**config.mk**
```make
export PLATFORM = sky130hd
export DESIGN_NAME = video_field_sequence_tracker_flat
export DESIGN_NICKNAME = d
export VERILOG_FILES = /design/src/rtl/vfst_pkg.sv /design/src/rtl/vfst_channels.sv /design/src/rtl/vfst_front.sv /design/src/rtl/vfst_queue.sv /design/src/rtl/vfst_avg.sv /design/src/rtl/vfst_back.sv /design/src/rtl/video_field_sequence_tracker.sv /design/src/flat_wrapper.sv
export SDC_FILE = /design/constraint.sdc
export NUM_CORES = 2
export LEC_CHECK = 0
export ABC_AREA = 1
export BUFFER_PORTS_ARGS = -buffer_cell sky130_fd_sc_hd__buf_4
export CORE_MARGIN = 3
export CORE_UTILIZATION = 50
export CTS_CLUSTER_SIZE = 16
export DETAILED_ROUTE_END_ITERATION = 8
export PLACE_DENSITY_LB_ADDON = 0.12
export REMOVE_ABC_BUFFERS = 1
export SYNTH_ARGS = -nofsm -noshare
export SYNTH_HDL_FRONTEND = slang
export SYNTH_SLANG_ARGS = --single-unit
```
**constraint.sdc**
```tcl
create_clock -name clock -period 20 [get_ports clock]
set_input_delay 5 -clock clock [delete_from_list [all_inputs] [get_ports clock]]
set_output_delay 5 -clock clock [all_outputs]
set_load 0.02 [all_outputs]
```
**src/rtl/vfst_pkg.sv**
```systemverilog
// ============================================================================
// vfst_pkg - shared types and constants of the field sequence tracker
// Field widths, operation and register codes, reset values and the structs
// that travel between the front end, the queue and the back end.
// ============================================================================
package vfst_pkg;

   // Defaults of the top level parameters
   localparam int RING_POSITIONS_DEFAULT = 10;
   localparam int STAMP_BITS_DEFAULT     = 48;
   localparam int FRACTION_BITS_DEFAULT  = 16;
   localparam int QUEUE_DEPTH_DEFAULT    = 2;

   // Fixed field widths
   localparam int POS_W       = 4;
   localparam int FRAME_W     = 3;
   localparam int CNT_W       = 32;
   localparam int PERIOD_W    = 32;
   localparam int WEIGHT_BITS = 16;
   localparam int OP_W        = 2;
   localparam int CSR_INDEX_W = 2;
   localparam int CSR_DATA_W  = 32;

   // Samples wider than this many bits never pass the gate
   localparam int SAMPLE_LIMIT_BITS = 33;

   // Operation codes of a request beat
   localparam logic [OP_W-1:0] OP_FIELD     = 2'd0;
   localparam logic [OP_W-1:0] OP_RESTART   = 2'd1;
   localparam logic [OP_W-1:0] OP_CLR_DROP  = 2'd2;
   localparam logic [OP_W-1:0] OP_CLR_USED  = 2'd3;

   // Register indexes of the control port
   localparam logic [CSR_INDEX_W-1:0] REG_ACCURATE_MODE = 2'd0;
   localparam logic [CSR_INDEX_W-1:0] REG_START_PERIOD  = 2'd1;
   localparam logic [CSR_INDEX_W-1:0] REG_WEIGHT        = 2'd2;

   // Register reset values
   localparam logic [PERIOD_W-1:0]    RESET_START_PERIOD = 32'd119453;
   localparam logic [WEIGHT_BITS-1:0] RESET_WEIGHT       = 16'd328;

   // Command kinds decided by the front end
   typedef enum logic [2:0] {
      KIND_FIELD,
      KIND_RESTART,
      KIND_CLR_DROP,
      KIND_CLR_USED,
      KIND_SKIP
   } cmd_kind_type;

   typedef struct packed {
      cmd_kind_type      kind;
      logic [POS_W-1:0]  position;
      logic              late_on_entry;
   } cmd_type;

   typedef struct packed {
      logic                   accurate_mode;
      logic [PERIOD_W-1:0]    start_period_ticks;
      logic [WEIGHT_BITS-1:0] weight_q16;
   } cfg_type;

   // Result of one new field, without the average
   typedef struct packed {
      logic [FRAME_W-1:0] frame_index;
      logic               is_odd_field;
      logic               missed_fields;
      logic               late_adjust;
      logic               field_late;
      logic [CNT_W-1:0]   dropped_total;
      logic [CNT_W-1:0]   used_total;
   } res_type;

   typedef struct packed {
      logic busy;
      logic sending;
   } back_stat_type;

endpackage

```
**src/rtl/vfst_channels.sv**
```systemverilog
// ============================================================================
// vfst channels - request and response stream interfaces
// Valid/ready channels; a beat moves at a clock edge with valid and ready high.
// ============================================================================
interface vfst_req_if #(
   parameter int STAMP_BITS = vfst_pkg::STAMP_BITS_DEFAULT
) ();
   import vfst_pkg::*;

   logic                  valid;
   logic                  ready;
   logic [OP_W-1:0]       op;
   logic [POS_W-1:0]      position;
   logic [STAMP_BITS-1:0] timestamp;
   logic                  late_on_entry;

   modport source (output valid, op, position, timestamp, late_on_entry, input ready);
   modport sink   (input valid, op, position, timestamp, late_on_entry, output ready);
endinterface

interface vfst_rsp_if ();
   import vfst_pkg::*;

   logic                valid;
   logic                ready;
   logic [FRAME_W-1:0]  frame_index;
   logic                is_odd_field;
   logic                missed_fields;
   logic                late_adjust;
   logic                field_late;
   logic [CNT_W-1:0]    dropped_total;
   logic [CNT_W-1:0]    used_total;
   logic [PERIOD_W-1:0] average_period;

   modport source (output valid, frame_index, is_odd_field, missed_fields, late_adjust,
                   field_late, dropped_total, used_total, average_period, input ready);
   modport sink   (input valid, frame_index, is_odd_field, missed_fields, late_adjust,
                   field_late, dropped_total, used_total, average_period, output ready);
endinterface

```
**src/rtl/vfst_front.sv**
```systemverilog
// ============================================================================
// vfst_front - request decode
// Accepts request beats while the queue has room and turns each into a
// command kind: field event, restart, counter clear, or an ignored event.
// ============================================================================
module vfst_front #(
   parameter int RING_POSITIONS = vfst_pkg::RING_POSITIONS_DEFAULT,
   parameter int STAMP_BITS     = vfst_pkg::STAMP_BITS_DEFAULT
) (
   vfst_req_if.sink              req,
   input  logic                  q_full,
   output logic                  q_push,
   output vfst_pkg::cmd_type     q_cmd,
   output logic [STAMP_BITS-1:0] q_stamp
);
   import vfst_pkg::*;

   localparam logic [POS_W:0] RING_X = (POS_W+1)'(RING_POSITIONS);

   logic in_range;

   // Take a beat whenever the queue can hold it
   assign req.ready = !q_full;
   assign q_push    = req.valid && !q_full;

   assign in_range  = {1'b0, req.position} < RING_X;

   // Classify the beat
   always_comb begin
      q_cmd.position      = req.position;
      q_cmd.late_on_entry = req.late_on_entry;
      unique case (req.op)
         OP_FIELD:    q_cmd.kind = in_range ? KIND_FIELD : KIND_SKIP;
         OP_RESTART:  q_cmd.kind = KIND_RESTART;
         OP_CLR_DROP: q_cmd.kind = KIND_CLR_DROP;
         OP_CLR_USED: q_cmd.kind = KIND_CLR_USED;
         default:     q_cmd.kind = KIND_SKIP;
      endcase
   end

   assign q_stamp = req.timestamp;

endmodule

```
**src/rtl/vfst_queue.sv**
```systemverilog
// ============================================================================
// vfst_queue - command queue between front and back end
// Small register FIFO; push and pop may happen in the same cycle.
// ============================================================================
module vfst_queue #(
   parameter int DATA_W = 8,
   parameter int DEPTH  = vfst_pkg::QUEUE_DEPTH_DEFAULT
) (
   input  logic              clock,
   input  logic              reset,
   input  logic              push,
   input  logic [DATA_W-1:0] wdata,
   output logic              full,
   output logic              valid,
   output logic [DATA_W-1:0] rdata,
   input  logic              pop
);
   localparam int PTR_W = (DEPTH > 1) ? $clog2(DEPTH) : 1;
   localparam int CNT_W = $clog2(DEPTH + 1);
   localparam logic [PTR_W-1:0] LAST = PTR_W'(DEPTH - 1);

   logic [DATA_W-1:0] mem_ff [DEPTH];
   logic [PTR_W-1:0]  wr_ptr_ff, wr_ptr_in;
   logic [PTR_W-1:0]  rd_ptr_ff, rd_ptr_in;
   logic [CNT_W-1:0]  count_ff, count_in;
   logic              do_push, do_pop;

   assign full    = count_ff == CNT_W'(DEPTH);
   assign valid   = count_ff != '0;
   assign rdata   = mem_ff[rd_ptr_ff];
   assign do_push = push && !full;
   assign do_pop  = pop && valid;

   // Advance pointers and count
   always_comb begin
      wr_ptr_in = wr_ptr_ff;
      rd_ptr_in = rd_ptr_ff;
      count_in  = count_ff;
      if (do_push) begin
         wr_ptr_in = (wr_ptr_ff == LAST) ? '0 : wr_ptr_ff + 1'b1;
      end
      if (do_pop) begin
         rd_ptr_in = (rd_ptr_ff == LAST) ? '0 : rd_ptr_ff + 1'b1;
      end
      if (do_push && !do_pop) begin
         count_in = count_ff + 1'b1;
      end else if (do_pop && !do_push) begin
         count_in = count_ff - 1'b1;
      end
   end

   always_ff @(posedge clock) begin
      if (reset) begin
         wr_ptr_ff <= '0;
         rd_ptr_ff <= '0;
         count_ff  <= '0;
      end else begin
         wr_ptr_ff <= wr_ptr_in;
         rd_ptr_ff <= rd_ptr_in;
         count_ff  <= count_in;
      end
   end

   // Store the entry
   always_ff @(posedge clock) begin
      if (do_push) begin
         mem_ff[wr_ptr_ff] <= wdata;
      end
   end

endmodule

```
**src/rtl/vfst_avg.sv**
```systemverilog
// ============================================================================
// vfst_avg - period average refinement unit
// Two register stages: gate the sample against the 5 percent window and
// form the distance, then multiply by the weight; the last stage rounds,
// moves the average toward the sample and saturates.
// ============================================================================
module vfst_avg #(
   parameter int STAMP_BITS    = vfst_pkg::STAMP_BITS_DEFAULT,
   parameter int FRACTION_BITS = vfst_pkg::FRACTION_BITS_DEFAULT
) (
   input  logic                                      clock,
   input  logic                                      reset,
   input  logic                                      start,
   input  logic [STAMP_BITS-1:0]                     sample,
   input  logic [vfst_pkg::PERIOD_W+FRACTION_BITS-1:0] avg_old,
   input  logic [vfst_pkg::WEIGHT_BITS-1:0]          weight,
   output logic                                      done,
   output logic                                      update,
   output logic [vfst_pkg::PERIOD_W+FRACTION_BITS-1:0] avg_new
);
   import vfst_pkg::*;

   localparam int AVG_W  = PERIOD_W + FRACTION_BITS;
   localparam int EXT_W  = STAMP_BITS + SAMPLE_LIMIT_BITS + 1;
   localparam int RQ_W   = SAMPLE_LIMIT_BITS + FRACTION_BITS;
   localparam int CMP_W  = RQ_W + 5;
   // A gated distance stays below avg/20, so this many bits hold it
   localparam int MUL_W  = AVG_W - 4;
   localparam int PROD_W = MUL_W + WEIGHT_BITS;
   localparam logic [PROD_W-1:0] HALF = PROD_W'(1) << (WEIGHT_BITS - 1);

   logic [EXT_W-1:0]  sample_x;
   logic              sample_ok;
   logic [RQ_W-1:0]   rq, avg_x;
   logic [CMP_W-1:0]  rq20, avg19, avg21;

   logic              s1_valid_ff;
   logic              s1_ok_ff;
   logic              s1_up_ff;
   logic [CMP_W-1:0]  s1_rq20_ff, s1_avg19_ff, s1_avg21_ff;
   logic [RQ_W-1:0]   s1_dist_ff;
   logic [AVG_W-1:0]  s1_avg_ff;

   logic              s2_valid_ff;
   logic              s2_gate_ff;
   logic              s2_up_ff;
   logic [PROD_W-1:0] s2_prod_ff;
   logic [AVG_W-1:0]  s2_avg_ff;

   logic              gate;
   logic [PROD_W-1:0] rounded;
   logic [MUL_W-1:0]  step;
   logic [AVG_W:0]    sum_up;
   logic [AVG_W-1:0]  sum_down;

   // Scale the sample and form 20*sample against 19*avg and 21*avg
   assign sample_x  = EXT_W'(sample);
   assign sample_ok = sample_x[EXT_W-1:SAMPLE_LIMIT_BITS] == '0;
   assign rq        = RQ_W'(sample_x[SAMPLE_LIMIT_BITS-1:0]) << FRACTION_BITS;
   assign avg_x     = RQ_W'(avg_old);
   assign rq20      = (CMP_W'(rq) << 4) + (CMP_W'(rq) << 2);
   assign avg19     = (CMP_W'(avg_old) << 4) + (CMP_W'(avg_old) << 1) + CMP_W'(avg_old);
   assign avg21     = (CMP_W'(avg_old) << 4) + (CMP_W'(avg_old) << 2) + CMP_W'(avg_old);

   always_ff @(posedge clock) begin
      if (reset) begin
         s1_valid_ff <= 1'b0;
         s2_valid_ff <= 1'b0;
      end else begin
         s1_valid_ff <= start;
         s2_valid_ff <= s1_valid_ff;
      end
   end

   // Stage one: window terms and distance
   always_ff @(posedge clock) begin
      s1_ok_ff    <= sample_ok;
      s1_up_ff    <= rq > avg_x;
      s1_rq20_ff  <= rq20;
      s1_avg19_ff <= avg19;
      s1_avg21_ff <= avg21;
      s1_dist_ff  <= (rq > avg_x) ? rq - avg_x : avg_x - rq;
      s1_avg_ff   <= avg_old;
   end

   assign gate = s1_ok_ff && (s1_rq20_ff > s1_avg19_ff) && (s1_rq20_ff < s1_avg21_ff);

   // Stage two: weight the distance
   always_ff @(posedge clock) begin
      s2_gate_ff <= gate;
      s2_up_ff   <= s1_up_ff;
      s2_prod_ff <= PROD_W'(s1_dist_ff[MUL_W-1:0]) * PROD_W'(weight);
      s2_avg_ff  <= s1_avg_ff;
   end

   // Round half up, then move toward the sample
   assign rounded  = s2_prod_ff + HALF;
   assign step     = rounded[PROD_W-1:WEIGHT_BITS];
   assign sum_up   = (AVG_W+1)'(s2_avg_ff) + (AVG_W+1)'(step);
   assign sum_down = s2_avg_ff - AVG_W'(step);

   always_comb begin
      if (s2_up_ff) begin
         avg_new = sum_up[AVG_W] ? '1 : sum_up[AVG_W-1:0];
      end else begin
         avg_new = sum_down;
      end
   end

   assign done   = s2_valid_ff;
   assign update = s2_gate_ff;

endmodule

```
**src/rtl/vfst_back.sv**
```systemverilog
// ============================================================================
// vfst_back - field sequence execution
// Holds the tracker state, drives the response register and carries out one
// queued command per cycle unless refining or held by the response register.
// Refining fields hand the sample to the average unit, then send their beat.
// ============================================================================
module vfst_back #(
   parameter int RING_POSITIONS = vfst_pkg::RING_POSITIONS_DEFAULT,
   parameter int STAMP_BITS     = vfst_pkg::STAMP_BITS_DEFAULT,
   parameter int FRACTION_BITS  = vfst_pkg::FRACTION_BITS_DEFAULT
) (
   input  logic                    clock,
   input  logic                    reset,
   input  logic                    q_valid,
   input  vfst_pkg::cmd_type       q_cmd,
   input  logic [STAMP_BITS-1:0]   q_stamp,
   output logic                    q_pop,
   input  vfst_pkg::cfg_type       cfg,
   output vfst_pkg::back_stat_type stat,
   vfst_rsp_if.source              rsp
);
   import vfst_pkg::*;

   localparam int AVG_W = PERIOD_W + FRACTION_BITS;
   localparam logic [POS_W:0]   RING_X    = (POS_W+1)'(RING_POSITIONS);
   localparam logic [POS_W-1:0] RING_LAST = POS_W'(RING_POSITIONS - 1);
   localparam logic [AVG_W-1:0] RESET_AVG = AVG_W'(RESET_START_PERIOD) << FRACTION_BITS;

   localparam logic [1:0] ST_EXEC = 2'd0;
   localparam logic [1:0] ST_AVG  = 2'd1;
   localparam logic [1:0] ST_SEND = 2'd2;

   function automatic logic [CNT_W-1:0] sat_add(input logic [CNT_W-1:0] a,
                                                input logic [POS_W-1:0] b);
      logic [CNT_W:0] s;
      s = (CNT_W+1)'(a) + (CNT_W+1)'(b);
      return s[CNT_W] ? '1 : s[CNT_W-1:0];
   endfunction

   logic [1:0]            state_ff, state_in;
   logic [POS_W-1:0]      cur_pos_ff, cur_pos_in;
   logic                  waited_ff, waited_in;
   logic [STAMP_BITS-1:0] stamp_ff, stamp_in;
   logic                  stamp_valid_ff, stamp_valid_in;
   logic [AVG_W-1:0]      avg_ff, avg_in;
   logic [CNT_W-1:0]      dropped_ff, dropped_in;
   logic [CNT_W-1:0]      used_ff, used_in;
   res_type               pend_ff, pend_in;
   logic                  rsp_valid_ff, rsp_valid_in;
   res_type               res_ff, res_in;
   logic [PERIOD_W-1:0]   period_ff, period_in;

   logic                  out_free, rsp_load;
   logic [POS_W:0]        diff_sum;
   logic [POS_W-1:0]      diff, next_pos, take_pos, prev_pos, drop_add;
   logic                  adjust, missed, late, used_en;
   logic                  stamp_kill, stamp_load, refine;
   res_type               result;
   logic                  avg_start, avg_done, avg_update;
   logic [AVG_W-1:0]      avg_new;
   logic [STAMP_BITS-1:0] sample;

   assign out_free = !rsp_valid_ff || rsp.ready;

   // Ring distance and next slot
   assign diff_sum = {1'b0, q_cmd.position} + RING_X - {1'b0, cur_pos_ff};
   assign diff     = (diff_sum >= RING_X) ? POS_W'(diff_sum - RING_X) : POS_W'(diff_sum);
   assign next_pos = (cur_pos_ff == RING_LAST) ? '0 : cur_pos_ff + 1'b1;
   assign sample   = q_stamp - stamp_ff;

   // Classify the new field
   always_comb begin
      take_pos   = q_cmd.position;
      adjust     = 1'b0;
      missed     = 1'b0;
      late       = 1'b0;
      drop_add   = '0;
      used_en    = 1'b0;
      stamp_kill = 1'b0;
      stamp_load = 1'b0;
      refine     = 1'b0;
      if (cfg.accurate_mode) begin
         if (diff == POS_W'(2) || diff == POS_W'(3)) begin
            take_pos = next_pos;
            adjust   = 1'b1;
         end else if (diff != POS_W'(1)) begin
            missed     = 1'b1;
            drop_add   = diff - 1'b1;
            stamp_kill = 1'b1;
         end
         if (!take_pos[0]) begin
            if (waited_ff) begin
               stamp_load = 1'b1;
               refine     = stamp_valid_ff && !missed;
            end else begin
               stamp_kill = 1'b1;
            end
         end
         used_en = 1'b1;
      end else begin
         late = q_cmd.late_on_entry && !waited_ff;
         if (diff > POS_W'(1)) begin
            missed   = 1'b1;
            drop_add = diff - 1'b1;
         end else if (late) begin
            drop_add = POS_W'(1);
         end
         used_en = !late;
      end
   end

   assign prev_pos = (take_pos == '0) ? RING_LAST : take_pos - 1'b1;

   always_comb begin
      result.frame_index   = FRAME_W'(prev_pos >> 1);
      result.is_odd_field  = !take_pos[0];
      result.missed_fields = missed;
      result.late_adjust   = adjust;
      result.field_late    = late;
      result.dropped_total = sat_add(dropped_ff, drop_add);
      result.used_total    = used_en ? sat_add(used_ff, POS_W'(1)) : used_ff;
   end

   // Sequence commands
   always_comb begin
      state_in       = state_ff;
      cur_pos_in     = cur_pos_ff;
      waited_in      = waited_ff;
      stamp_in       = stamp_ff;
      stamp_valid_in = stamp_valid_ff;
      avg_in         = avg_ff;
      dropped_in     = dropped_ff;
      used_in        = used_ff;
      pend_in        = pend_ff;
      res_in         = res_ff;
      period_in      = period_ff;
      q_pop          = 1'b0;
      rsp_load       = 1'b0;
      avg_start      = 1'b0;
      unique case (state_ff)
         ST_EXEC: begin
            if (q_valid) begin
               unique case (q_cmd.kind)
                  KIND_RESTART: begin
                     q_pop          = 1'b1;
                     avg_in         = AVG_W'(cfg.start_period_ticks) << FRACTION_BITS;
                     stamp_valid_in = 1'b0;
                  end
                  KIND_CLR_DROP: begin
                     q_pop      = 1'b1;
                     dropped_in = '0;
                  end
                  KIND_CLR_USED: begin
                     q_pop   = 1'b1;
                     used_in = '0;
                  end
                  KIND_SKIP: begin
                     q_pop = 1'b1;
                  end
                  KIND_FIELD: begin
                     if (q_cmd.position == cur_pos_ff) begin
                        q_pop     = 1'b1;
                        waited_in = 1'b1;
                     end else if (refine || out_free) begin
                        q_pop      = 1'b1;
                        cur_pos_in = take_pos;
                        waited_in  = 1'b0;
                        dropped_in = result.dropped_total;
                        used_in    = result.used_total;
                        if (stamp_load) begin
                           stamp_in       = q_stamp;
                           stamp_valid_in = 1'b1;
                        end else if (stamp_kill) begin
                           stamp_valid_in = 1'b0;
                        end
                        if (refine) begin
                           avg_start = 1'b1;
                           pend_in   = result;
                           state_in  = ST_AVG;
                        end else begin
                           rsp_load  = 1'b1;
                           res_in    = result;
                           period_in = avg_ff[AVG_W-1:FRACTION_BITS];
                        end
                     end
                  end
                  default: begin
                     q_pop = 1'b1;
                  end
               endcase
            end
         end
         ST_AVG: begin
            if (avg_done) begin
               if (avg_update) begin
                  avg_in = avg_new;
               end
               state_in = ST_SEND;
            end
         end
         ST_SEND: begin
            if (out_free) begin
               rsp_load  = 1'b1;
               res_in    = pend_ff;
               period_in = avg_ff[AVG_W-1:FRACTION_BITS];
               state_in  = ST_EXEC;
            end
         end
         default: begin
            state_in = ST_EXEC;
         end
      endcase
   end

   // Hold the response beat until taken
   always_comb begin
      if (rsp_load) begin
         rsp_valid_in = 1'b1;
      end else if (rsp.ready) begin
         rsp_valid_in = 1'b0;
      end else begin
         rsp_valid_in = rsp_valid_ff;
      end
   end

   always_ff @(posedge clock) begin
      if (reset) begin
         state_ff       <= ST_EXEC;
         cur_pos_ff     <= '0;
         waited_ff      <= 1'b0;
         stamp_valid_ff <= 1'b0;
         avg_ff         <= RESET_AVG;
         dropped_ff     <= '0;
         used_ff        <= '0;
         rsp_valid_ff   <= 1'b0;
      end else begin
         state_ff       <= state_in;
         cur_pos_ff     <= cur_pos_in;
         waited_ff      <= waited_in;
         stamp_valid_ff <= stamp_valid_in;
         avg_ff         <= avg_in;
         dropped_ff     <= dropped_in;
         used_ff        <= used_in;
         rsp_valid_ff   <= rsp_valid_in;
      end
   end

   always_ff @(posedge clock) begin
      stamp_ff  <= stamp_in;
      pend_ff   <= pend_in;
      res_ff    <= res_in;
      period_ff <= period_in;
   end

   vfst_avg #(
      .STAMP_BITS    (STAMP_BITS),
      .FRACTION_BITS (FRACTION_BITS)
   ) u_avg (
      .clock   (clock),
      .reset   (reset),
      .start   (avg_start),
      .sample  (sample),
      .avg_old (avg_ff),
      .weight  (cfg.weight_q16),
      .done    (avg_done),
      .update  (avg_update),
      .avg_new (avg_new)
   );

   assign stat.busy    = state_ff != ST_EXEC;
   assign stat.sending = state_ff == ST_SEND;

   assign rsp.valid          = rsp_valid_ff;
   assign rsp.frame_index    = res_ff.frame_index;
   assign rsp.is_odd_field   = res_ff.is_odd_field;
   assign rsp.missed_fields  = res_ff.missed_fields;
   assign rsp.late_adjust    = res_ff.late_adjust;
   assign rsp.field_late     = res_ff.field_late;
   assign rsp.dropped_total  = res_ff.dropped_total;
   assign rsp.used_total     = res_ff.used_total;
   assign rsp.average_period = period_ff;

endmodule

```
**src/rtl/video_field_sequence_tracker.sv**
```systemverilog
// ============================================================================
// video_field_sequence_tracker - capture field sequence and period tracker
// Follows a capture engine around a ring of field positions, counts dropped
// and used fields and keeps a fixed point average of the frame period.
//
//   channel  | dir | beat                               | handshake
//   ---------+-----+------------------------------------+-------------
//   req_ch   | in  | op, position, timestamp, late flag | valid/ready
//   rsp_ch   | out | frame slot, flags, counts, average | valid/ready
//   csr_*    | in  | register index and write data      | write enable
//
// One request beat per cycle while the queue has room; the beat of a field
// that does not refine the average reaches the response register the cycle
// after the back end takes it. An accurate-mode odd field that refines the
// average holds the back end through the two average unit stages and a send
// state, while the queue takes beats until full. Reset is synchronous and
// clears the control state. A stalled response stalls the back end only for
// fields that give a beat; the queue then fills and drops req_ch.ready.
// ============================================================================
module video_field_sequence_tracker #(
   parameter int RING_POSITIONS = vfst_pkg::RING_POSITIONS_DEFAULT,
   parameter int STAMP_BITS     = vfst_pkg::STAMP_BITS_DEFAULT,
   parameter int FRACTION_BITS  = vfst_pkg::FRACTION_BITS_DEFAULT,
   parameter int QUEUE_DEPTH    = vfst_pkg::QUEUE_DEPTH_DEFAULT
) (
   input  logic                               clock,
   input  logic                               reset,
   vfst_req_if.sink                           req_ch,
   vfst_rsp_if.source                         rsp_ch,
   input  logic                               csr_we,
   input  logic [vfst_pkg::CSR_INDEX_W-1:0]   csr_index,
   input  logic [vfst_pkg::CSR_DATA_W-1:0]    csr_wdata
);
   import vfst_pkg::*;

   localparam int CMD_W = $bits(cmd_type);
   localparam int Q_W   = CMD_W + STAMP_BITS;

   cfg_type               cfg_ff, cfg_in;
   logic                  q_push, q_full, q_valid, q_pop;
   cmd_type               f_cmd, b_cmd;
   logic [STAMP_BITS-1:0] f_stamp, b_stamp;
   logic [Q_W-1:0]        q_wdata, q_rdata;
   back_stat_type         bstat;

   // Write control registers
   always_comb begin
      cfg_in = cfg_ff;
      if (csr_we) begin
         unique case (csr_index)
            REG_ACCURATE_MODE: cfg_in.accurate_mode      = csr_wdata[0];
            REG_START_PERIOD:  cfg_in.start_period_ticks = csr_wdata[PERIOD_W-1:0];
            REG_WEIGHT:        cfg_in.weight_q16         = csr_wdata[WEIGHT_BITS-1:0];
            default:           cfg_in = cfg_ff;
         endcase
      end
   end

   always_ff @(posedge clock) begin
      if (reset) begin
         cfg_ff.accurate_mode      <= 1'b0;
         cfg_ff.start_period_ticks <= RESET_START_PERIOD;
         cfg_ff.weight_q16         <= RESET_WEIGHT;
      end else begin
         cfg_ff <= cfg_in;
      end
   end

   vfst_front #(
      .RING_POSITIONS (RING_POSITIONS),
      .STAMP_BITS     (STAMP_BITS)
   ) u_front (
      .req     (req_ch),
      .q_full  (q_full),
      .q_push  (q_push),
      .q_cmd   (f_cmd),
      .q_stamp (f_stamp)
   );

   assign q_wdata = {f_cmd, f_stamp};

   vfst_queue #(
      .DATA_W (Q_W),
      .DEPTH  (QUEUE_DEPTH)
   ) u_queue (
      .clock (clock),
      .reset (reset),
      .push  (q_push),
      .wdata (q_wdata),
      .full  (q_full),
      .valid (q_valid),
      .rdata (q_rdata),
      .pop   (q_pop)
   );

   assign b_cmd   = cmd_type'(q_rdata[Q_W-1:STAMP_BITS]);
   assign b_stamp = q_rdata[STAMP_BITS-1:0];

   vfst_back #(
      .RING_POSITIONS (RING_POSITIONS),
      .STAMP_BITS     (STAMP_BITS),
      .FRACTION_BITS  (FRACTION_BITS)
   ) u_back (
      .clock   (clock),
      .reset   (reset),
      .q_valid (q_valid),
      .q_cmd   (b_cmd),
      .q_stamp (b_stamp),
      .q_pop   (q_pop),
      .cfg     (cfg_ff),
      .stat    (bstat),
      .rsp     (rsp_ch)
   );

   // Response register starts empty
   a_reset_empty: assert property (@(posedge clock) reset |=> !rsp_ch.valid)
      else $error("response valid after reset");

   // Queue is drained only while the back end is free
   a_pop_idle: assert property (@(posedge clock) disable iff (reset)
      bstat.busy |-> !q_pop)
      else $error("queue popped while back end busy");

   // A pending refined beat goes out once the register is free
   a_send: assert property (@(posedge clock) disable iff (reset)
      (bstat.sending && !rsp_ch.valid) |=> rsp_ch.valid)
      else $error("refined beat not sent");

   // A beat pushed into an empty queue is visible next cycle
   a_queue_fill: assert property (@(posedge clock) disable iff (reset)
      (q_push && !q_valid) |=> q_valid)
      else $error("queue lost a beat");

endmodule

```
**src/flat_wrapper.sv**
```systemverilog
// flat-port wrapper written by rule: the top's interface ports become plain ports
module video_field_sequence_tracker_flat import vfst_pkg::*;
#(
   parameter int RING_POSITIONS = vfst_pkg::RING_POSITIONS_DEFAULT,
   parameter int STAMP_BITS     = vfst_pkg::STAMP_BITS_DEFAULT,
   parameter int FRACTION_BITS  = vfst_pkg::FRACTION_BITS_DEFAULT,
   parameter int QUEUE_DEPTH    = vfst_pkg::QUEUE_DEPTH_DEFAULT
)
  (clock, reset, csr_we, csr_index, csr_wdata, req_ch_valid, req_ch_op, req_ch_position, req_ch_timestamp, req_ch_late_on_entry, req_ch_ready, rsp_ch_valid, rsp_ch_frame_index, rsp_ch_is_odd_field, rsp_ch_missed_fields, rsp_ch_late_adjust, rsp_ch_field_late, rsp_ch_dropped_total, rsp_ch_used_total, rsp_ch_average_period, rsp_ch_ready);
  vfst_req_if #(.STAMP_BITS(STAMP_BITS)) req_ch_i ();
  vfst_rsp_if rsp_ch_i ();
  input  logic clock;
  input  logic reset;
  input  logic csr_we;
  input  logic [vfst_pkg::CSR_INDEX_W-1:0] csr_index;
  input  logic [vfst_pkg::CSR_DATA_W-1:0] csr_wdata;
  input wire logic [$bits(req_ch_i.valid)-1:0] req_ch_valid;
  input wire logic [$bits(req_ch_i.op)-1:0] req_ch_op;
  input wire logic [$bits(req_ch_i.position)-1:0] req_ch_position;
  input wire logic [$bits(req_ch_i.timestamp)-1:0] req_ch_timestamp;
  input wire logic [$bits(req_ch_i.late_on_entry)-1:0] req_ch_late_on_entry;
  output wire logic [$bits(req_ch_i.ready)-1:0] req_ch_ready;
  output wire logic [$bits(rsp_ch_i.valid)-1:0] rsp_ch_valid;
  output wire logic [$bits(rsp_ch_i.frame_index)-1:0] rsp_ch_frame_index;
  output wire logic [$bits(rsp_ch_i.is_odd_field)-1:0] rsp_ch_is_odd_field;
  output wire logic [$bits(rsp_ch_i.missed_fields)-1:0] rsp_ch_missed_fields;
  output wire logic [$bits(rsp_ch_i.late_adjust)-1:0] rsp_ch_late_adjust;
  output wire logic [$bits(rsp_ch_i.field_late)-1:0] rsp_ch_field_late;
  output wire logic [$bits(rsp_ch_i.dropped_total)-1:0] rsp_ch_dropped_total;
  output wire logic [$bits(rsp_ch_i.used_total)-1:0] rsp_ch_used_total;
  output wire logic [$bits(rsp_ch_i.average_period)-1:0] rsp_ch_average_period;
  input wire logic [$bits(rsp_ch_i.ready)-1:0] rsp_ch_ready;
  assign req_ch_i.valid = req_ch_valid;
  assign req_ch_i.op = req_ch_op;
  assign req_ch_i.position = req_ch_position;
  assign req_ch_i.timestamp = req_ch_timestamp;
  assign req_ch_i.late_on_entry = req_ch_late_on_entry;
  assign req_ch_ready = req_ch_i.ready;
  assign rsp_ch_valid = rsp_ch_i.valid;
  assign rsp_ch_frame_index = rsp_ch_i.frame_index;
  assign rsp_ch_is_odd_field = rsp_ch_i.is_odd_field;
  assign rsp_ch_missed_fields = rsp_ch_i.missed_fields;
  assign rsp_ch_late_adjust = rsp_ch_i.late_adjust;
  assign rsp_ch_field_late = rsp_ch_i.field_late;
  assign rsp_ch_dropped_total = rsp_ch_i.dropped_total;
  assign rsp_ch_used_total = rsp_ch_i.used_total;
  assign rsp_ch_average_period = rsp_ch_i.average_period;
  assign rsp_ch_i.ready = rsp_ch_ready;
  video_field_sequence_tracker #(.RING_POSITIONS(RING_POSITIONS), .STAMP_BITS(STAMP_BITS), .FRACTION_BITS(FRACTION_BITS), .QUEUE_DEPTH(QUEUE_DEPTH)) u_core (.clock(clock), .reset(reset), .req_ch(req_ch_i), .rsp_ch(rsp_ch_i), .csr_we(csr_we), .csr_index(csr_index), .csr_wdata(csr_wdata));
endmodule
```
After elaboration in Yosys (flattened, before gate mapping):

Memories as Yosys holds them, arrays and structs flattened. A register that Yosys moved wholly into a read port is not among the register bits.
Cells that the tools add are included.

* multiply operators: 1
* $add $sub $neg: 23
* multiplexer cells: 100
* reduce and logical (&&, ||, !) cells: 49
* order comparisons: 6
* equality and inequality tests: 29
* bitwise logic cells: 5

Operator list (count)
* $mux W71: 6
* $mux W32: 13
* $mux W48: 6
* $pmux W32 S2: 3
* $pmux W71 S2: 1
* $add A53 B48 Y54: 2
* $pmux W48 S2: 1
* $sub A44 B44 Y44: 2
* $add A60 B16 Y60 const B: 1
* $mul A44 B16 Y60: 1
* $add A53 B51 Y54: 1
* $gt A54 B54 Y1: 1
* $lt A54 B54 Y1: 1
* $add A52 B49 Y53: 1
* $add A52 B50 Y53: 1
* $add A48 B44 Y49: 1
* $gt A49 B48 Y1: 1
* $logic_not A49 Y1: 1
* $sub A48 B44 Y48: 1
* $sub A48 B48 Y48: 1
* $mux W1: 45
* $mux W44: 1
* $mux W4: 10
* $add A32 B1 Y33 const B: 1
* 42 further kinds: 110

* output and inout bits: 105
* logic and storage cells: 257
* RAM bits: 112
* register bits: 764
* memories: 1
* bits of input ports: 94

Memory list
* u_core.u_queue.mem_ff: words 2, bits a word 56, read ports 1, clocked after Yosys merged registers in 1, write ports 1, RTL line vfst_queue.sv:22 `logic [DATA_W-1:0] mem_ff [DEPTH];`

Depth between registers and ports, before layout:

* depth in word-level cells: 23
* depth in mapped cells: 36
* depth with buffers taken out: 33

Hierarchy:

From an unflattened synthesis, not the netlist that was laid out.

* cell total of the unflattened synthesis: 11491
* area, all modules: 82111.3 um2

By module, submodules not included
* vfst_avg: area each 57138.6 um2, cells an instance 8770, times used 1, sequential area each 6586.3 um2
* vfst_back: area each 18106.1 um2, cells an instance 2157, times used 1, sequential area each 9088.7 um2
* vfst_queue: area each 4445.5 um2, cells an instance 211, times used 1, sequential area each 3463.3 um2
* video_field_sequence_tracker: area each 1986.9 um2, cells an instance 291, times used 1, sequential area each 980.9 um2
* vfst_front: area each 434.2 um2, cells an instance 62, times used 1, sequential area each 0.0 um2

Least setup slack after synthesis:

OpenSTA, ideal clock, no wires.

* path type: input-to-reg
* from: in rsp_ch_ready
* to: reg u_core.u_back.period_ff[0], in the netlist u_core.u_back.rsp.average_period[0] (enable)
* data required time: 19435 ps
* path buffers: 0
* data arrival time: 9719 ps
* path slack: 9715 ps
* stages on the path: 6
* cell sequence: nor2_1 -> nand2_2 -> nand2_1 -> nand2_1 -> o211ai_1 -> nor2_1

* word-level cells in the longest chain between the ends: 4
* elaborated cells on any way between the ends: 5

Ends and longest elaborated chain
* start: declaration: RTL line flat_wrapper.sv:32 `input wire logic [$bits(rsp_ch_i.ready)-1:0] rsp_ch_ready;`
* $logic_or A1 B1 Y1 (*): RTL line vfst_back.sv:63 `assign out_free = !rsp_valid_ff || rsp.ready;`
* $logic_or A1 B1 Y1: RTL line vfst_back.sv:164 `end else if (refine || out_free) begin`
* $ne A2 B2 Y1 (no source line)
* $reduce_and A7 Y1 (no source line) (*)
* end signal: assignment: RTL line vfst_back.sv:252 `period_ff <= period_in;`
* end: declaration: RTL line vfst_back.sv:51 `logic [PERIOD_W-1:0] period_ff, period_in;`

Every way passes the cells marked *; elsewhere a longest branch is shown, timed or not.
A chain may end at the register's enable or synchronous reset.

Worst setup path after layout:

* from: in rsp_ch_ready
* to: reg u_core.u_back.res_ff, in the netlist u_core.u_back.rsp.dropped_total[26] (enable)

* word-level cells in the longest chain between the ends: 4
* elaborated cells on any way between the ends: 5

Ends and longest elaborated chain
* $logic_or A1 B1 Y1 (*): RTL line vfst_back.sv:63
* $logic_or A1 B1 Y1: RTL line vfst_back.sv:164
* $ne A2 B2 Y1 (no source line)
* $reduce_and A7 Y1 (no source line) (*)
* end signal: assignment: RTL line vfst_back.sv:251 `res_ff <= res_in;`
* end: declaration: RTL line vfst_back.sv:50 `res_type res_ff, res_in;`

Marks and branches as above.

==> summary.txt <==
Floorplanning
  • Die Ht: 399.4 um
  • Die ar.: approximately 160000 sq um
  • Site Rows: 143
  • Die Wd: 399.4 um
  • Core area: around 150000 sq um
  • Starting Density: 0.5064
  • # IOs: 199

Critical path
  • Slowest-stage cell, CP: buf_4
  • Critical Path, Cell by Cell: buf_4 -> nor2_1 -> nand2_2 -> buf_4 -> nand2_1 -> nand2_1 -> o211ai_1 -> nor2_4 -> buf_4 -> buf_4
  • Critical Path Start Type: input pin
  • Worst Path Buf+Inv: 4
  • CP delay by family, top: buffers and inverters
  • Crit Path Category: in2reg
  • Worst EP arrival: 8020 ps
  • Critical Path Max Stage Delay: slightly above 800 ps
  • Worst-path fanout max: 71
  • Setup crit end kind: flip-flop
  • Most used cell, CP: buf_4
  • Worst path required time: between 20000 and 25000 ps

Detailed routing
  • Routed vias: 67970
  • Post-route ant nets: 0
  • Wirelength, routed: between 200 and 300 mm
  • DRT Pass-1 Iters: 6
  • Drt drc: 0
  • DR WL/cell: 21.37 um
  • Iter 0 DRT Violations: 5364
  • Vias per cell: 5.479

Clocking
  • CTS H-tree depth: 3
  • Cts hold-fix bufs: 0
  • Clock Sink Count: 838
  • Post_cts resized: 0
  • Clock Tree Root: clkbuf_16
  • Clk_lat worst skew: 730 ps
  • CTS buffer count: 94
  • Clock slew at reported path FFs: ~60 ps
  • Post-CTS Setup Bufs: 0
  • Longest Clk Path Bufs: 3
  • CTS tree: yes

Placement
  • Gp weighted congestion: 1.034
  • HPWL after DPL: 212.6 mm
  • Placement-stage cell area: 80740 sq um
  • IO buf count: 198

Synthesis
  • Compound-Gate Fraction of Synth Area: 0.1094
  • Avg Cell Area, Syn: 7.560 sq um
  • Simple-gate area share of the yosys netlist: 0.2135
  • Synth area leader: fa_1
  • Top cells by area, synth: fa_1 (18%), dfxtp_1 (13%), edfxtp_1 (13%)
  • Async set-reset flop share out of synthesis: 0
  • Yosys cell types: 70
  • Post-synthesis mux area share: 0.0006468
  • Most frequent cells after synthesis: nand2_1 (2416), inv_1 (1925), nor2_1 (792)
  • Main combinational cell family by area after synthesis: adder cells
  • Adder-Cell Fraction of Synth Area: 0.2654
  • Number of synthesized flops with an enable pin: 334
  • Synth Warn #: 0
  • Post-Synth XOR/XNOR Area: 0.03816
  • Seq/Total Area, Yosys: 0.2600
  • #FFs+latches synth: 838
  • Top_reg_cell synth: dfxtp_1
  • Yosys top cell area share: 0.1764
  • Synthesized area: a little under 80000 sq um
  • Synth Instances: about 10000
  • Cell with the most instances after synthesis: nand2_1

Cells and area
  • Area Overhead vs Synth: 8.757%
  • Final instance area: 84160 sq um
  • Nets: 11620
  • FF+latch area: 20120 sq um
  • Multi-input logic area: 48590 sq um
  • Filler instances: 14750
  • Fraction of final layout cells sized beyond drive strength 1: 0.05420

Timing
  • Max-slew headroom: 0.09931
  • Hold Vio Cnt, Final: 0
  • Period utilization: 0.3849
  • Highest clock rate: roughly 130 MHz
  • Final Critical Period: 7698 ps
  • Fin. max-slew vios: 0
  • # setup viols final: 0
  • Worst Skew: between 60 and 70 ps
  • Worst Tran Pin Value: 1349 ps
  • Setup TNS Final: 0 ps
  • RSZ-0062 raised after global routing: no

GRT
  • Vias in the first global route: 67580
  • Global-route wire length before repair: 401.9 mm
  • Final global-route overflow total: 0
  • Largest net degree at the start of global routing: 80
  • GR Util All Layers: 0.3304
  • Initial antenna violation count: 13

Min path
  • Worst Hold Class: reg2reg

Status
  • Status: completed

Job
  • Max Cap Viol: 0
-- placed cells by master (no fill, tap or decap), types with 8 or more instances in the layout --
cell type,synthesis,routed
nand2_1,2416,2416
inv_1,1925,1923
nor2_1,792,786
a21oi_1,762,762
fa_1,682,682
ha_1,550,550
dfxtp_1,504,502
o21ai_0,438,438
nand3_1,429,429
edfxtp_1,334,334
buf_4,5,295
xor2_1,246,246
nor3_1,119,118
nand4_1,114,114
clkbuf_16,0,95
xnor2_1,88,88
a31oi_1,61,61
nor4_1,50,50
o21bai_1,40,40
a21o_1,39,39
o211ai_1,37,37
o21a_1,36,36
or2_2,34,34
a21boi_0,26,26
o21ai_1,25,24
bufinv_16,0,14
a211oi_1,13,13
inv_2,9,12
clkbuf_1,242,11
nor3_2,9,10
o21ai_2,10,10
inv_6,0,10
clkbuf_8,0,10
o221ai_1,9,9
nand3_2,8,8
clkinv_2,0,8
-- per-stage QoR --
stage	cells	worst slack, ps	utilization	hold slack [ps]
floorplan	9901	9065	-	309.6
global placement	12230	11630	0.5284	309.8
detailed placement	12230	11580	0.5284	312.1
CTS	12400	12350	0.5507	322.4
global route	12400	12130	0.5507	328.3
finish	12400	12300	0.5508	324.3
-- state kept, by name, indices dropped and copies added, names as in the netlist, 3 cells and up, named ones only --
register	count
u_core.u_back.stamp_ff	48
u_core.u_back.used_ff	32
u_core.u_back.rsp.used_total	32
u_core.u_back.u_avg.s1_avg_ff	46
u_core.u_back.dropped_ff	32
u_core.u_back.rsp.frame_index	3
u_core.u_back.rsp.average_period	32
u_core.cfg_ff	49
u_core.u_back.pend_ff	71
u_core.u_back.u_avg.s1_dist_ff	43
u_core.u_back.rsp.dropped_total	32
u_core.u_back.u_avg.s2_avg_ff	48
u_core.u_back.cur_pos_ff	4
u_core.u_back.u_avg.s1_avg21_ff	52
u_core.u_back.u_avg.s1_rq20_ff	36
u_core.u_back.u_avg.s1_avg19_ff	53
u_core.u_queue.mem_ff	112
u_core.u_back.u_avg.s2_prod_ff	45
u_core.u_back.avg_ff	48
-- layer usage --
layer | up-vias | track usage | wire length [um]
met3 | 430 | 0.05511 | 17950
met1 | 32870 | 0.4400 | 114400
li1 | 32360 | - | -
met2 | 2304 | 0.5396 | 121900
met5 | - | 0 | 14
met4 | 4 | 0.1241 | 10840
-- path summary, 6_finish.rpt --
kind / startpoint / endpoint / slack, ps / cells after the start
min reg2reg: u_core.u_back.u_avg.s1_avg_ff[46] / u_core.u_back.u_avg.s2_avg_ff[46] / 320 / 0
max reg2reg: flip-flop / u_core.u_back.u_avg.s1_dist_ff[29] / 12920 / 30
min: u_core.u_back.u_avg.s1_avg_ff[46] / u_core.u_back.u_avg.s2_avg_ff[46] / 320 / 0
max: rsp_ch_ready / u_core.u_back.rsp.dropped_total[26] / 12300 / 10
-- area by class of cell --
type	count	share of cell area
multi-input cells	7126	0.5774
flip-flops and latches	838	0.2391
repair buffers	295	0.02631
well taps	2030	0.03018
clock inverters	56	0.009991
diodes	5	0.0001487
clock buffers	117	0.03043
inverters	1937	0.08645
-- worst reg2reg max path: cells and delay by family (launching register included) --
kind	cells	cell delay (ps)
AO/OA/AOI/OAI	7	1420
XOR/XNOR	1	610
adder cells (fa/ha/maj)	3	1180
buffers and inverters	6	920
flip-flops	1	400
AND/OR/NAND/NOR	13	2470
-- logic make-up after synthesis --
group | after synthesis
buffers and inverters | 2271
xor gates and xnor gates | 335
and+or+nand+nor | 4017
AOI/OAI and AO/OA | 1537
muxes | 5
adders and majority gates | 1232
DFF | 838
Power is not shown: default switching activity piles up to over one toggle a cycle in this logic, so the estimate is an artifact.
